File: config.mk
export PLATFORM = sky130hd
export DESIGN_NAME = fmprf_match
export DESIGN_NICKNAME = d
export VERILOG_FILES = /design/src/design/fmprf_pkg.sv /design/src/design/fmprf_match.sv
export SDC_FILE = /design/constraint.sdc
export NUM_CORES = 1
export LEC_CHECK = 0
export BUFFER_PORTS_ARGS = -buffer_cell sky130_fd_sc_hd__buf_2
export CAP_MARGIN = 30
export CELL_PAD_IN_SITES_DETAIL_PLACEMENT = 1
export CELL_PAD_IN_SITES_GLOBAL_PLACEMENT = 1
export CORE_MARGIN = 2
export CORE_UTILIZATION = 27
export DETAILED_ROUTE_END_ITERATION = 10
export GPL_TIMING_DRIVEN = 1
export PLACE_DENSITY_LB_ADDON = 0.15
export SLEW_MARGIN = 20
export SYNTH_ARGS = -nofsm -noshare
export SYNTH_HDL_FRONTEND = slang
export SYNTH_SLANG_ARGS = --single-unit
File: constraint.sdc
create_clock -name vclk -period 3.55
set_input_delay 0.355 -clock vclk [all_inputs]
set_output_delay 0.355 -clock vclk [all_outputs]
set_load 0.05 [all_outputs]
File: src/design/fmprf_pkg.sv
// ----------------------------------------------------------------------------
// First-match packet rule filter: shared package
// Rule and packet header types, protocol codes, opcodes and netmask helpers.
// ----------------------------------------------------------------------------
package fmprf_pkg;

  localparam int unsigned ADDR_BITS = 32;
  localparam int unsigned PFX_W     = 6;
  localparam int unsigned HIT_IDX_W = 6;

  localparam logic [7:0] PROTO_TCP = 8'd6;
  localparam logic [7:0] PROTO_UDP = 8'd17;

  typedef enum logic {
    OP_APPEND   = 1'b0,
    OP_CLASSIFY = 1'b1
  } opcode_t;

  localparam logic [1:0] DIR_INBOUND  = 2'd1;
  localparam logic [1:0] DIR_OUTBOUND = 2'd2;

  localparam logic [1:0] CLASS_TCP = 2'd1;
  localparam logic [1:0] CLASS_UDP = 2'd2;

  typedef struct packed {
    logic [1:0]           dir;
    logic [ADDR_BITS-1:0] src_addr;
    logic [PFX_W-1:0]     src_prefix;
    logic [15:0]          sport;
    logic [ADDR_BITS-1:0] dst_addr;
    logic [PFX_W-1:0]     dst_prefix;
    logic [15:0]          dport;
    logic [1:0]           proto_class;
    logic                 action;
  } rule_t;

  typedef struct packed {
    logic [1:0]           dir;
    logic [7:0]           proto;
    logic [ADDR_BITS-1:0] src_addr;
    logic [ADDR_BITS-1:0] dst_addr;
    logic [15:0]          sport;
    logic [15:0]          dport;
  } pkt_t;

  // Each bit of the leading-ones mask is computed on its own: bits below the
  // position are forced high, so the AND tells whether that bit and all bits above it are set.
  function automatic logic [PFX_W-1:0] mask_to_prefix(input logic [ADDR_BITS-1:0] mask);
    logic [ADDR_BITS-1:0] ones;
    logic [ADDR_BITS-1:0] low_fill;
    for (int i = 0; i < ADDR_BITS; i++) begin
      low_fill = (ADDR_BITS'(1) << i) - ADDR_BITS'(1);
      ones[i]  = &(mask | low_fill);
    end
    if (mask == '0) begin
      return PFX_W'(ADDR_BITS);
    end
    return PFX_W'($countones(ones));
  endfunction

  function automatic logic addr_match(input logic [ADDR_BITS-1:0] pkt_addr,
                                      input logic [ADDR_BITS-1:0] rule_addr,
                                      input logic [PFX_W-1:0]     prefix);
    logic [PFX_W-1:0]     pfx;
    logic [PFX_W-1:0]     sh;
    logic [ADDR_BITS-1:0] m;
    pfx = (prefix > PFX_W'(ADDR_BITS)) ? PFX_W'(ADDR_BITS) : prefix;
    sh  = PFX_W'(ADDR_BITS) - pfx;
    m   = {ADDR_BITS{1'b1}} << sh;
    if (rule_addr == '0 || pfx == '0) begin
      return 1'b1;
    end
    return ((pkt_addr ^ rule_addr) & m) == '0;
  endfunction

endpackage

File: src/design/fmprf_match.sv
// ----------------------------------------------------------------------------
// First-match packet rule filter: rule comparator
// Checks the packet header against the rule at the head of the ring.
// ----------------------------------------------------------------------------
module fmprf_match (
  input  fmprf_pkg::rule_t rule,
  input  fmprf_pkg::pkt_t  pkt,
  output logic             hit
);
  import fmprf_pkg::*;

  logic dir_ok;
  logic proto_ok;
  logic addr_ok;
  logic port_ok;

  always_comb begin
    // A packet that is neither inbound nor outbound never matches.
    dir_ok = (pkt.dir == DIR_INBOUND || pkt.dir == DIR_OUTBOUND) && (rule.dir == pkt.dir);
    unique case (rule.proto_class)
      CLASS_TCP: proto_ok = (pkt.proto == PROTO_TCP);
      CLASS_UDP: proto_ok = (pkt.proto == PROTO_UDP);
      default:   proto_ok = 1'b1;
    endcase
    addr_ok = addr_match(pkt.src_addr, rule.src_addr, rule.src_prefix) &&
              addr_match(pkt.dst_addr, rule.dst_addr, rule.dst_prefix);
    port_ok = (rule.sport == '0 || rule.sport == pkt.sport) &&
              (rule.dport == '0 || rule.dport == pkt.dport);
    hit = dir_ok && proto_ok && addr_ok && port_ok;
  end

endmodule

Word level (Yosys, flattened, before mapping)
Cells that the tools add are included.
Operators by class
  add/subtract/negate cells: 2
  order comparisons: 2
  eq/ne operators: 9
  shift-type cells: 2
  muxes and demuxes: 9
  bitwise operators: 4
  reductions and logical operators: 19
Operators by type and width (number)
  $logic_not 32->1: 4
  $and 32x32->32: 2
  $shl 32x6->32 const A: 2
  $xor 32x32->32: 2
  $eq 16x16->1: 2
  $logic_not 16->1: 2
  $gt 6x6->1 const B: 2
  $logic_not 6->1: 2
  $mux 6: 2
  $sub 6x6->6 const A: 2
  $eq 8x3->1 const B: 1
  $eq 8x5->1 const B: 1
  $logic_and 1x1->1: 6
  $mux 1: 6
  $logic_or 1x1->1: 5
  $eq 2x1->1 const B: 2
  $eq 2x2->1 const B: 2
  $eq 2x2->1: 1
  $pmux 1 s2: 1
Storage, ports and cells
  register bits after elaboration: 0
  bits of input ports: 219
  output and inout port bits: 1
  logic and storage cells: 47

Longest topological paths before layout
  depth after elaboration: 10
  depth in mapped cells: 12
  depth with buffers taken out: 10

Worst setup path before layout
No wires, ideal clock.
  path type: input-to-output
  start point: input port rule[24] (netlist name)
  end point: output port hit
  arrival: 2851 ps
  path slack: 344 ps
  stages on the path: 11
  buffers on the path: 1
  cell sequence: buf_4 inv_1 nand2_1 ha_1 and4bb_2 a21oi_1 o21ba_2 o2111ai_2 o31ai_2 a41oi_2 a211oi_2
On the way
  word-level cells in the longest chain between the ends: 10
  elaborated cells on any way between the ends: 13
Ends and longest elaborated chain
  start: declaration: line fmprf_match.sv:6  | input fmprf_pkg::rule_t rule,
  $gt 6x6->1: line fmprf_pkg.sv:67  | pfx = (prefix > PFX_W'(ADDR_BITS)) ? PFX_W'(ADDR_BITS) : prefix;
  $mux 6 *: line fmprf_pkg.sv:67
  $sub 6x6->6: line fmprf_pkg.sv:68  | sh = PFX_W'(ADDR_BITS) - pfx;
  $shl 32x6->32: line fmprf_pkg.sv:69  | m = {ADDR_BITS{1'b1}} << sh;
  $and 32x32->32: line fmprf_pkg.sv:73  | return ((pkt_addr ^ rule_addr) & m) == '0;
  $logic_not 32->1: line fmprf_pkg.sv:73
  $mux 1 *: line fmprf_pkg.sv:73
  $logic_and 1x1->1 *: line fmprf_match.sv:25  | addr_ok = addr_match(pkt.src_addr, rule.src_addr, rule.src_prefix) &&
  $logic_and 1x1->1 * (2 in a row): line fmprf_match.sv:29  | hit = dir_ok && proto_ok && addr_ok && port_ok;
  end: declaration: line fmprf_match.sv:8  | output logic hit
Mark *: on every way between the ends. The rest lies on a longest branch, timed or not.

Worst setup path in the final report
Same ends and word-level chain as after synthesis.

==> results.json <==
{
  "status": "finished clean",
  "hold_viol": 0,
  "fin_cells": 648,
  "sw_frac_of_total_pct": 51.8,
  "hpwl_mm": 9.55,
  "cp.arrival_ns": 2.94,
  "hp-class": "in -> out",
  "synth_area_leaders": "xor2_1 20%, xnor2_1 17%, nor4_1 9.7%, ha_1 3.7%, o21ai_0 2.9%",
  "gp_congestion": 0.848,
  "dieWidth_um": 97.9,
  "portBuffers": 219,
  "fmax_ghz": 0.303,
  "ys_types": 61,
  "core_um2": 8640,
  "seq_cells": 0,
  "nets": 768,
  "post-route-min-period_ns": 3.30,
  "fp.dieArea_um2": 9580,
  "synth_commonest_cells": "54 x xor2_1, 47 x xnor2_1, 37 x nor4_1",
  "wl_mm": 10.6,
  "p_total_mw": 0.455,
  "max-vdd-ir-drop_mv": 0.0458,
  "power_frac_seq_pct": 0,
  "clkPwrFrac_pct": 0,
  "synth_top_area_cell": "xor2_1",
  "clock_buffers": 0,
  "synthCells": 328,
  "start_kind": "primary input",
  "drv_slew": 0,
  "drc": 0,
  "layout.area.seq_um2": 0,
  "wl_per_cell_um": 16.3,
  "cts_hold_buf": 0,
  "p_leak_nw": 1.59,
  "slew_headroom_pct": 49.6,
  "num_vias": 3380,
  "grt_start_max_net_pins": 13,
  "grt_pass1_vias": 3634,
  "first_pass_iters": 4,
  "stdcell_area_um2": 3570,
  "postCtsSetupBuffers": 0,
  "tns_ns": 0,
  "synth_area_um2": 2380,
  "cts_resized": 0,
  "max_slew.worst_pin.slew_ns": 0.750,
  "p_comb_share_pct": 100.0,
  "fp-row-count": 34,
  "powerDensity_nw_per_um2": 127,
  "critPathKind": "in -> out",
  "num_antenna_cells": 0,
  "crit_path_end_kind": "output port",
  "yosys_warnings": 0,
  "rsz0062_at_grt": "false",
  "vias_per_cell": 5.22,
  "antenna_found_initial": 0,
  "grt_pass1_wl_mm": 17.0,
  "grtUsageTotal_pct": 20.8,
  "seq_area_frac_synth_pct": 0,
  "drive_above_1_share_pct": 43.5,
  "period_share_pct": 92.8,
  "avgSynthCellArea_um2": 7.25,
  "ant_nets": 0,
  "setup_violations": 0,
  "syn-num-nets": 554,
  "ios": 220,
  "floorplan.initialDensity_pct": 27.5,
  "grt_overflow": 0,
  "p_int_mw": 0.219,
  "placed_area_um2": 3560,
  "cp_max_fo": 10,
  "p_sw_mw": 0.236,
  "drtIter0Drc": 49,
  "die_y_um": 97.9,
  "dp_cells": 647,
  "synth_top_area_share_pct": 19.9,
  "syn2layout_area_growth_pct": 50.2,
  "yosysMostFrequentCell": "xor2_1",
  "cap_violations": 0,
  "cp.required_ns": 3.19
}
==> cells by family after synthesis <==
family	count (synthesis)	synth area share, %
and+or+nand+nor	119	29.4
buffers and inverters	18	3.79
xor gates and xnor gates	101	37.2
AOI/OAI and AO/OA	83	25.9
adders and majority gates	7	3.68
==> worst max-delay path, cell delays in order <==
cell and delay (ns):
buf_2 0.16, inv_1 0.17, nand2_1 0.14, ha_1 0.43, and4bb_2 0.37, a21oi_1 0.08
o21ba_2 0.26, o2111ai_2 0.12, o31ai_2 0.23, a41oi_2 0.16, a211oi_2 0.16, buf_2 0.30
==> path summary, 6_finish.rpt <==
check	startpoint	endpoint	depth (start not counted)
hold / removal	rule[85]	hit	6
setup / recovery	rule[24]	hit	12
==> final cells by class <==
cell class / count / area, um^2
Fill cell: 1154 / 5060
Inverter: 8 / 30.0
Multi-Input combinational cell: 310 / 2290
Tap cell: 108 / 135
Timing Repair Buffer: 222 / 1120
==> per-layer routing <==
| metal | global-route usage (%) | wire length, um |
|---|---|---|
| met4 | 3.53 | 189 |
| met2 | 40.9 | 5660 |
| met5 | 0 | 0 |
| met1 | 24.9 | 4280 |
| met3 | 1.15 | 421 |
==> cell usage in the layout, fill, tap and decap left out, drive strengths merged, types with 2 or more instances in the layout <==
cell type and instances:
buf 221, xor2 54, xnor2 47, nor4 37, nand2 18, o21ai 17, nor2 15, a21oi 13
nand4 11, inv 8, ha 7, o22ai 6, nor3 6, nand2b 6, a31oi 5, nand3 5
a211oi 5, nor2b 4, o221ai 4, a41oi 4, o211ai 3, a32oi 3, o2111ai 3, or4 3
o31ai 3, nand4bb 2, o21a 2, a211o 2, a21boi 2, or3 2, nand3b 2, a2111oi 2
nor4bb 2
==> per-stage QoR <==
| step | hold WS [ns] | setup WS, ns | utilization (%) |
|---|---|---|---|
| CTS | 1.36 | 0.269 | 41.3 |
| detailed placement | 1.36 | 0.282 | 41.3 |
| global route | 1.41 | 0.0367 | 41.4 |
| floorplan | 1.03 | 0.344 | - |
| finish | 1.35 | 0.254 | 41.4 |
| global placement | 1.33 | 0.326 | 41.3 |
==> power groups by stage <==
stage	Combinational (mW)	Clock, mW	Sequential (mW)
floorplan	0.237	0	0
global placement	0.443	0	0
detailed placement	0.451	0	0
CTS	0.454	0	0
global route	0.503	0	0
finish	0.455	0	0
(Power assumes the default switching activity.)
