### src/design/fmprf_pkg.sv
// ----------------------------------------------------------------------------
// First-match packet rule filter: shared package
// Rule and packet header types, protocol codes, opcodes and netmask helpers.
// ----------------------------------------------------------------------------
package fmprf_pkg;

  localparam int unsigned ADDR_BITS = 32;
  localparam int unsigned PFX_W     = 6;
  localparam int unsigned HIT_IDX_W = 6;

  localparam logic [7:0] PROTO_TCP = 8'd6;
  localparam logic [7:0] PROTO_UDP = 8'd17;

  typedef enum logic {
    OP_APPEND   = 1'b0,
    OP_CLASSIFY = 1'b1
  } opcode_t;

  localparam logic [1:0] DIR_INBOUND  = 2'd1;
  localparam logic [1:0] DIR_OUTBOUND = 2'd2;

  localparam logic [1:0] CLASS_TCP = 2'd1;
  localparam logic [1:0] CLASS_UDP = 2'd2;

  typedef struct packed {
    logic [1:0]           dir;
    logic [ADDR_BITS-1:0] src_addr;
    logic [PFX_W-1:0]     src_prefix;
    logic [15:0]          sport;
    logic [ADDR_BITS-1:0] dst_addr;
    logic [PFX_W-1:0]     dst_prefix;
    logic [15:0]          dport;
    logic [1:0]           proto_class;
    logic                 action;
  } rule_t;

  typedef struct packed {
    logic [1:0]           dir;
    logic [7:0]           proto;
    logic [ADDR_BITS-1:0] src_addr;
    logic [ADDR_BITS-1:0] dst_addr;
    logic [15:0]          sport;
    logic [15:0]          dport;
  } pkt_t;

  // Each bit of the leading-ones mask is computed on its own: bits below the
  // position are forced high, so the AND tells whether that bit and all bits above it are set.
  function automatic logic [PFX_W-1:0] mask_to_prefix(input logic [ADDR_BITS-1:0] mask);
    logic [ADDR_BITS-1:0] ones;
    logic [ADDR_BITS-1:0] low_fill;
    for (int i = 0; i < ADDR_BITS; i++) begin
      low_fill = (ADDR_BITS'(1) << i) - ADDR_BITS'(1);
      ones[i]  = &(mask | low_fill);
    end
    if (mask == '0) begin
      return PFX_W'(ADDR_BITS);
    end
    return PFX_W'($countones(ones));
  endfunction

  function automatic logic addr_match(input logic [ADDR_BITS-1:0] pkt_addr,
                                      input logic [ADDR_BITS-1:0] rule_addr,
                                      input logic [PFX_W-1:0]     prefix);
    logic [PFX_W-1:0]     pfx;
    logic [PFX_W-1:0]     sh;
    logic [ADDR_BITS-1:0] m;
    pfx = (prefix > PFX_W'(ADDR_BITS)) ? PFX_W'(ADDR_BITS) : prefix;
    sh  = PFX_W'(ADDR_BITS) - pfx;
    m   = {ADDR_BITS{1'b1}} << sh;
    if (rule_addr == '0 || pfx == '0) begin
      return 1'b1;
    end
    return ((pkt_addr ^ rule_addr) & m) == '0;
  endfunction

endpackage

### src/design/fmprf_cell.sv
// ----------------------------------------------------------------------------
// First-match packet rule filter: rule cell
// Holds one rule. Loads a new rule on append, or takes its neighbor's rule
// while the ring rotates during a scan.
// ----------------------------------------------------------------------------
module fmprf_cell (
  input  logic             clk,
  input  logic             shift_en,
  input  logic             wr_en,
  input  fmprf_pkg::rule_t wr_rule,
  input  fmprf_pkg::rule_t nbr_rule,
  output fmprf_pkg::rule_t rule
);
  import fmprf_pkg::*;

  rule_t rule_r;
  rule_t rule_nxt;

  always_comb begin
    priority if (wr_en) begin
      rule_nxt = wr_rule;
    end else if (shift_en) begin
      rule_nxt = nbr_rule;
    end else begin
      rule_nxt = rule_r;
    end
  end

  always_ff @(posedge clk) begin
    rule_r <= rule_nxt;
  end

  assign rule = rule_r;

endmodule

### config.mk
export PLATFORM = sky130hd
export DESIGN_NAME = fmprf_cell
export DESIGN_NICKNAME = d
export VERILOG_FILES = /design/src/design/fmprf_pkg.sv /design/src/design/fmprf_cell.sv
export SDC_FILE = /design/constraint.sdc
export NUM_CORES = 1
export LEC_CHECK = 0
export BUFFER_PORTS_ARGS = -buffer_cell sky130_fd_sc_hd__buf_2
export CORE_AREA = 5 5 129 131
export DETAILED_ROUTE_END_ITERATION = 7
export DIE_AREA = 0 0 134 136
export GPL_TIMING_DRIVEN = 0
export HOLD_SLACK_MARGIN = 0.1
export PLACE_DENSITY_LB_ADDON = 0.3
export SLEW_MARGIN = 40
export SYNTH_ARGS = -nofsm -noshare
export SYNTH_HDL_FRONTEND = slang
export SYNTH_SLANG_ARGS = --single-unit
### constraint.sdc
create_clock -name clk -period 11.45 [get_ports clk]
set_input_delay 1.7175 -clock clk [delete_from_list [all_inputs] [get_ports clk]]
set_output_delay 1.7175 -clock clk [all_outputs]
set_load 0.05 [all_outputs]
---- After elaboration in Yosys (flattened, before gate mapping) ----
Cells that the tools add are included.
cells by class
  multiplexer cells ....................... 2
  reduce and logical (&&, ||, !) cells .... 1
operators with widths
  kind                number
  113-bit 2-to-1 mux  2
  2-bit nonzero test  1
storage, ports and cells
  input port bits ......................... 229
  bits in registers ....................... 113
  output and inout port bits .............. 113

---- Depth between registers and ports, before layout ----
Gate-level depths: netlist of run 1.
  depth after elaboration ................. 2
  gate-level depth with buffers ........... 4

---- Worst setup path before layout of run 1 ----
Ideal clock, no wire load.
  kind .................................... input to register
  from .................................... input port wr_en
  to ...................................... register rule_r, in the netlist rule[0] (enable)
  data arrival time ....................... 4.614 ns
  library setup time ...................... 0.479 ns
  path slack .............................. 6.356 ns
  path buffers ............................ 3
  stages .................................. 4
  cell sequence ........................... buf_6 > buf_6 > buf_6 > or2_1
on the way
  cells in the longest elaborated chain, start to end .. 1
ends and longest elaborated chain
  what                                 line              text
  start, declared                      fmprf_cell.sv:9   input logic wr_en,
  2-bit nonzero test (no source line)  n/a
  end signal, assigned                 fmprf_cell.sv:30  rule_r <= rule_nxt;
  end, declared                        fmprf_cell.sv:16  rule_t rule_r;
Every way passes these cells.
A chain may end at the register's enable or synchronous reset.

---- Final worst setup path of run 1 ----
  from .................................... input port wr_en
  to ...................................... register rule_r, in the netlist rule[9] (enable)
The elaborated chain is that of the path after synthesis.

==> results.rst, run 1 <==
.. list-table::
   :header-rows: 1

   * - Metric
     - Value
   * - Outcome
     - finished, final reports clean
   * - Max Clk Rate
     - ~330 MHz
   * - IO Count
     - between 300 and 400
   * - Final-report max-slew violation count
     - 0
   * - Final period demand of the worst path
     - between 3 and 4 ns
   * - Total nets after synthesis
     - 469
   * - Reported net switching power
     - between 300 and 400 uW
   * - Peak ir drop on the vdd network
     - ~0.088 mV
   * - Remaining number of nets flagged by the antenna check after routing
     - 0
   * - Count of vias placed by the detailed router
     - between 3000 and 4000
   * - Hold Crit Class
     - in -> reg
   * - DRC violations left
     - 0
   * - Detailed-router iteration count before antenna repair
     - 4
   * - Setup repair after global routing missed its margin
     - no
   * - Hold Fails Final Rpt
     - 0
   * - Net total in the final layout
     - 830
   * - Synth Area per Inst
     - 20.87 um2
   * - Final TNS setup
     - 0 ns
   * - Utilization of the core after routing
     - about half
   * - Flip-flop and latch count after synthesis
     - 113
   * - Synthesized cell area
     - between 5000 and 6000 um2
   * - All-Layer GR Usage
     - about 15%
   * - Ratio of cells with drive above 1 in the final layout
     - about four fifths
   * - Data required time at the worst endpoint
     - about 12 ns
   * - Clock network fraction of design power
     - a little under two fifths
   * - Max reg flops
     - between 100 and 150
   * - Worst-case setup margin in the final layout
     - between 8 and 9 ns
   * - Number of clock buffers inserted by TritonCTS
     - 17
   * - # Max-Cap Violations
     - 0
   * - Period utilization
     - between 20% and 30%
   * - Switching fraction of total power
     - 29.70%
   * - Core footprint
     - roughly 15000 um2
   * - Internal power summed over all cells
     - about 940 uW
   * - Netlist cell types
     - 6
   * - Count of warnings emitted by yosys
     - 0
   * - Clock sink total
     - 113
   * - Total leakage power
     - around 3.5 nW
   * - Placement-stage worst setup slack
     - 7.944 ns
   * - Fraction of the yosys area taken by sequential cells
     - between 60% and 70%
   * - Global-route congestion overflow total
     - 0
   * - ANT cells
     - 0
   * - TritonCTS clock tree
     - yes
   * - PwrDens
     - 177.3 nW/um2
   * - Clock input transition at the sequential cells of the worst setup and hold paths
     - ~0.050 ns
   * - Final estimated routing congestion in global placement
     - roughly 0.79
   * - Maximum number of pins on one net before global-route repair
     - 42
   * - Power share of the combinational group
     - 23.8%
   * - Relative slew slack
     - 62.64%
   * - Vert. Die Dim
     - 136 um
   * - First-pass GRT wire length
     - between 20000 and 25000 um
   * - Initial core utilization
     - 32.35%
   * - Instance count of the mapped netlist
     - 240
   * - Post-DR wirelength/cell
     - 17.85 um
   * - Vias per cell
     - 4.367
   * - Total of cells resized after clock tree synthesis
     - 0
   * - Basic-gate share of the synthesized area counting and, or, nand and nor cells
     - less than 1%
   * - Number of global-route vias before repair
     - 3986
   * - Final setup violation count
     - 0
   * - Transition time at the pin with the least slew margin
     - 0.5604 ns
   * - Crit path kind
     - in -> reg
   * - Area growth from synthesis to layout
     - 50.66%
   * - Number of non-filler instances in the completed layout
     - 803
   * - Hold buffers post-CTS
     - 0
   * - Launching instance or port of the critical path
     - wr_en
   * - CTS root buf
     - sky130_fd_sc_hd__clkbuf_16
   * - Worst Hold Slack
     - about 1.6 ns
   * - End point of the critical path
     - rule[9]
   * - Total power
     - between 1 and 1.5 mW
   * - Horiz. Die Dim
     - approximately 130 um
   * - Design Area, Final
     - 7546 um2
   * - Post-detailed-routing wire length
     - 14330 um
   * - Number of antenna violations at the first check in global routing
     - 0
   * - Half-perimeter wire length after placement
     - ~12000 um
   * - Data arrival time at the worst-slack endpoint
     - 3.12 ns
   * - Relative contribution of sequential cells to total power
     - 38.8%
   * - Number of rows created at floorplan
     - between 40 and 50
   * - Max FO, Critical Path
     - 41
   * - Xor/xnor share of the synthesized area
     - 0%
   * - Number of buffers added on ports
     - 340
   * - Synth Area in Compound Gates
     - 0%
   * - Adder and majority cell fraction of the synthesized area
     - 0%
   * - Main combinational cell family by area after synthesis
     - multiplexers
   * - Instance count after placement with tap cells included
     - roughly 770
   * - Kind of end point of the critical path
     - flip-flop
   * - Setup crit start kind
     - primary input
   * - Post-CTS Setup Repair Bufs
     - 0
   * - Depth of the CTS H-tree
     - 4
   * - Die area
     - 18220 um2
   * - 1st-iter DRT viols
     - between 90 and 100
   * - Multiplexer share of the synthesized area
     - between 20% and 30%
   * - DP Area
     - ~7000 um2
   * - Clock Path Buffers
     - 2
==> cells by family after synthesis <==
| logic type | Yosys count |
|---|---|
| buffers and inverters | 13 |
| and+or+nand+nor | 1 |
| DFF | 113 |
| muxes | 113 |
==> routing by layer <==
metal / routed length, um / GRT usage [%]
met1: 4919 / 14.19
met2: 7513 / 28.27
met3: 1668 / 8.290
met4: 229 / 5.657
met5: 0 / 0
==> Yosys cell counts <==
cell | instances | area [um2]
sky130_fd_sc_hd__buf_2 | 5 | 25.02
sky130_fd_sc_hd__buf_6 | 8 | 90.09
sky130_fd_sc_hd__edfxtp_1 | 113 | 3393
sky130_fd_sc_hd__mux2_2 | 54 | 608.1
sky130_fd_sc_hd__mux2_4 | 59 | 885.9
sky130_fd_sc_hd__or2_1 | 1 | 6.260
==> how the worst min path moves through the flow <==
stage | startpoint | endpoint | slack [ns] | cells after the start
after floorplan | wr_rule[100] | rule[100] | 1.93 | 1
after global placement | wr_rule[72] | rule[72] | 2.02 | 2
after detailed placement | wr_rule[82] | rule[82] | 2.02 | 2
after CTS | nbr_rule[60] | rule[60] | 1.59 | 2
after global routing | wr_rule[61] | rule[61] | 1.59 | 2
final | nbr_rule[60] | rule[60] | 1.61 | 2
==> power by group through the flow <==
| stage | clock network, mW | logic [mW] | registers [mW] |
|---|---|---|---|
| after floorplan | 0 | 0.0586 | 0.694 |
| after global placement | 0 | 0.316 | 0.528 |
| after detailed placement | 0 | 0.321 | 0.527 |
| after CTS | 0.516 | 0.322 | 0.519 |
| after global routing | 0.535 | 0.332 | 0.523 |
| final | 0.501 | 0.318 | 0.519 |
==> final cells by class <==
class,count,area (um2)
tap,192,240.2
clock inverter,10,120.1
buffer,13,115.1
fill,1382,7936
sequential,113,3393
timing repair buffer,342,1742
multi-input combinational,114,1503
clock buffer,19,432.9
==> worst max-delay path, cell delays in order <==
cell and delay [ns]:
sky130_fd_sc_hd__buf_6 0.11, sky130_fd_sc_hd__buf_6 0.20, sky130_fd_sc_hd__buf_6 0.22, sky130_fd_sc_hd__or2_4 0.52, sky130_fd_sc_hd__buf_12 0.31
==> placed cells by master, fill, tap and decap left out <==
| cell type | Yosys | layout |
|---|---|---|
| sky130_fd_sc_hd__buf_12 | 0 | 2 |
| sky130_fd_sc_hd__buf_2 | 5 | 345 |
| sky130_fd_sc_hd__buf_6 | 8 | 8 |
| sky130_fd_sc_hd__bufinv_16 | 0 | 3 |
| sky130_fd_sc_hd__clkbuf_1 | 0 | 2 |
| sky130_fd_sc_hd__clkbuf_16 | 0 | 17 |
| sky130_fd_sc_hd__clkinv_1 | 0 | 4 |
| sky130_fd_sc_hd__clkinv_2 | 0 | 3 |
| sky130_fd_sc_hd__edfxtp_1 | 113 | 113 |
| sky130_fd_sc_hd__mux2_2 | 54 | 54 |
| sky130_fd_sc_hd__mux2_4 | 59 | 59 |
| sky130_fd_sc_hd__or2_4 | 0 | 1 |
Note: power is estimated with default switching activity, not from simulation.
==> run 2: changes to the inputs <==
==> constraint.sdc (replaced) <==
create_clock -name clk -period 2.98 [get_ports clk]
set_input_delay 0.447 -clock clk [delete_from_list [all_inputs] [get_ports clk]]
set_output_delay 0.447 -clock clk [all_outputs]
set_load 0.05 [all_outputs]
==> results.rst, run 2 (synthesized netlist as in run 1, its figures left out) <==
.. list-table::
   :header-rows: 1

   * - Metric
     - Value
   * - Net total in the final layout
     - slightly above 800
   * - DRC violations left
     - 0
   * - Vert. Die Dim
     - approximately 140 um
   * - Transition time at the pin with the least slew margin
     - about 0.49 ns
   * - Detailed-router iteration count before antenna repair
     - 4
   * - Post-detailed-routing wire length
     - around 14000 um
   * - Setup repair after global routing missed its margin
     - no
   * - Leading cell types in the layout, fill and taps excluded
     - 345 x sky130_fd_sc_hd__buf_2, 113 x sky130_fd_sc_hd__edfxtp_1, 59 x sky130_fd_sc_hd__mux2_4
   * - IO Count
     - 342
   * - Data arrival time at the worst-slack endpoint
     - 1.75 ns
   * - Total leakage power
     - between 3 and 4 nW
   * - Critical-path top delay cell
     - sky130_fd_sc_hd__or2_4
   * - Most common library cell in the layout ignoring fill and taps
     - sky130_fd_sc_hd__buf_2
   * - Largest incremental delay on the critical path
     - around 0.46 ns
   * - Worst Path Buf+Inv
     - 4
   * - Half-perimeter wire length after placement
     - about 12000 um
   * - Multi-input gate area in the final layout
     - ~1500 um2
   * - Peak ir drop on the vdd network
     - roughly 0.34 mV
   * - Data required time at the worst endpoint
     - roughly 3 ns
   * - Count of vias placed by the detailed router
     - approximately 3500
   * - Vias per cell
     - around 4.4
   * - Final estimated routing congestion in global placement
     - about 0.75
   * - Ratio of cells with drive above 1 in the final layout
     - between 80 and 90%
   * - Final setup violation count
     - 0
   * - Initial core utilization
     - between 30% and 40%
   * - Post-CTS Setup Repair Bufs
     - 0
   * - Number of rows created at floorplan
     - 46
   * - Max FO, Critical Path
     - 42
   * - Final-report max-slew violation count
     - 0
   * - All-Layer GR Usage
     - 15.30%
   * - Relative slew slack
     - roughly 67%
   * - Kind of end point of the critical path
     - flip-flop
   * - Outcome
     - finished, final reports clean
   * - Number of buffers added on ports
     - between 300 and 400
   * - Crit path kind
     - in -> reg
   * - Remaining number of nets flagged by the antenna check after routing
     - 0
   * - 1st-iter DRT viols
     - approximately 120
   * - Horiz. Die Dim
     - ~130 um
   * - Number of global-route vias before repair
     - roughly 4000
   * - Die area
     - approximately 18000 um2
   * - Number of antenna violations at the first check in global routing
     - 0
   * - Chain of cells forming the critical path
     - buf_6 -> buf_6 -> buf_6 -> or2_4 -> buf_12
   * - Core footprint
     - ~15000 um2
   * - Period utilization
     - around 56%
   * - Global-route congestion overflow total
     - 0
   * - Final period demand of the worst path
     - roughly 1.7 ns
   * - Placement-stage worst setup slack
     - approximately 0.9 ns
   * - Total power
     - ~5.2 mW
   * - Clock Path Buffers
     - 2
   * - ANT cells
     - 0
   * - Clock input transition at the sequential cells of the worst setup and hold paths
     - 0.05 ns
   * - Worst Hold Slack
     - ~0.34 ns
   * - Max Clk Rate
     - 598.7 MHz
   * - Maximum number of pins on one net before global-route repair
     - 43
   * - Hold Fails Final Rpt
     - 0
   * - First-pass GRT wire length
     - between 20000 and 25000 um
   * - Family of cells with the greatest summed delay on the critical path
     - buffers and inverters
   * - Post-DR wirelength/cell
     - around 18 um
   * - Worst-case setup margin in the final layout
     - ~1.3 ns
   * - Hold buffers post-CTS
     - 0
   * - Setup crit start kind
     - primary input
   * - CTS root buf
     - sky130_fd_sc_hd__clkbuf_16
   * - TritonCTS clock tree
     - yes
   * - Fill cell count
     - between 1000 and 1500
   * - Number of clock buffers inserted by TritonCTS
     - 17
   * - CP dominant cell by count
     - sky130_fd_sc_hd__buf_6
   * - Clock sink total
     - 113
   * - # Max-Cap Violations
     - 0
   * - Sequential Area
     - between 3000 and 4000 um2
   * - Area growth from synthesis to layout
     - 51.11%
   * - PwrDens
     - between 600 and 700 nW/um2
   * - Hold Crit Class
     - in -> reg
   * - Total of cells resized after clock tree synthesis
     - 0
   * - Max reg flops
     - around 110
   * - Depth of the CTS H-tree
     - 4
run 2: cell count changes in the layout (fill, tap and decap cells not counted), sizes merged:
cell	before	now
clkinvlp	0	3
clkbuf	19	18
clkinv	7	8
run 2: area by class of cell:
cell class / count / area share, %
Timing Repair Buffer: 342 / 23.01
Tap cell: 192 / 3.174
Buffer: 13 / 1.521
Multi-Input combinational cell: 114 / 19.85
Clock inverter: 14 / 1.934
Clock buffer: 18 / 5.670
Sequential cell: 113 / 44.83
run 2: through the flow:
| stage | instances | instance area [um2] | util [%] | setup TNS (ns) |
|---|---|---|---|---|
| after global routing | 806 | 7569 | 48.88 | 0 |
| after CTS | 806 | 7569 | 48.88 | 0 |
| final | 806 | 7569 | 48.88 | 0 |
| after detailed placement | 774 | 6993 | 45.17 | 0 |
| after floorplan | 240 | 5009 | - | 0 |
| after global placement | 772 | 6950 | 44.89 | -46.95 |
run 2: report_power, final:
| part | switching, mW | internal (mW) |
|---|---|---|
| Sequential | 0.0399 | 1.95 |
| Combinational | 0.844 | 0.379 |
| Clock | 0.676 | 1.29 |
run 2: path summary, 6_finish.rpt:
check | start | end | slack (ns) | depth (start not counted)
hold / removal | wr_rule[89] | rule[89] | 0.34 | 2
setup / recovery | wr_en | rule[45] | 1.31 | 5
run 2: layer usage:
layer  GRT usage [%]  vias up  share of wire [%]
li1                -     1672                  -
met5               0        -                  0
met2           27.93      207                 54
met1           14.40     1649                 33
met4           5.486        0                1.6
met3           8.438       18                 12
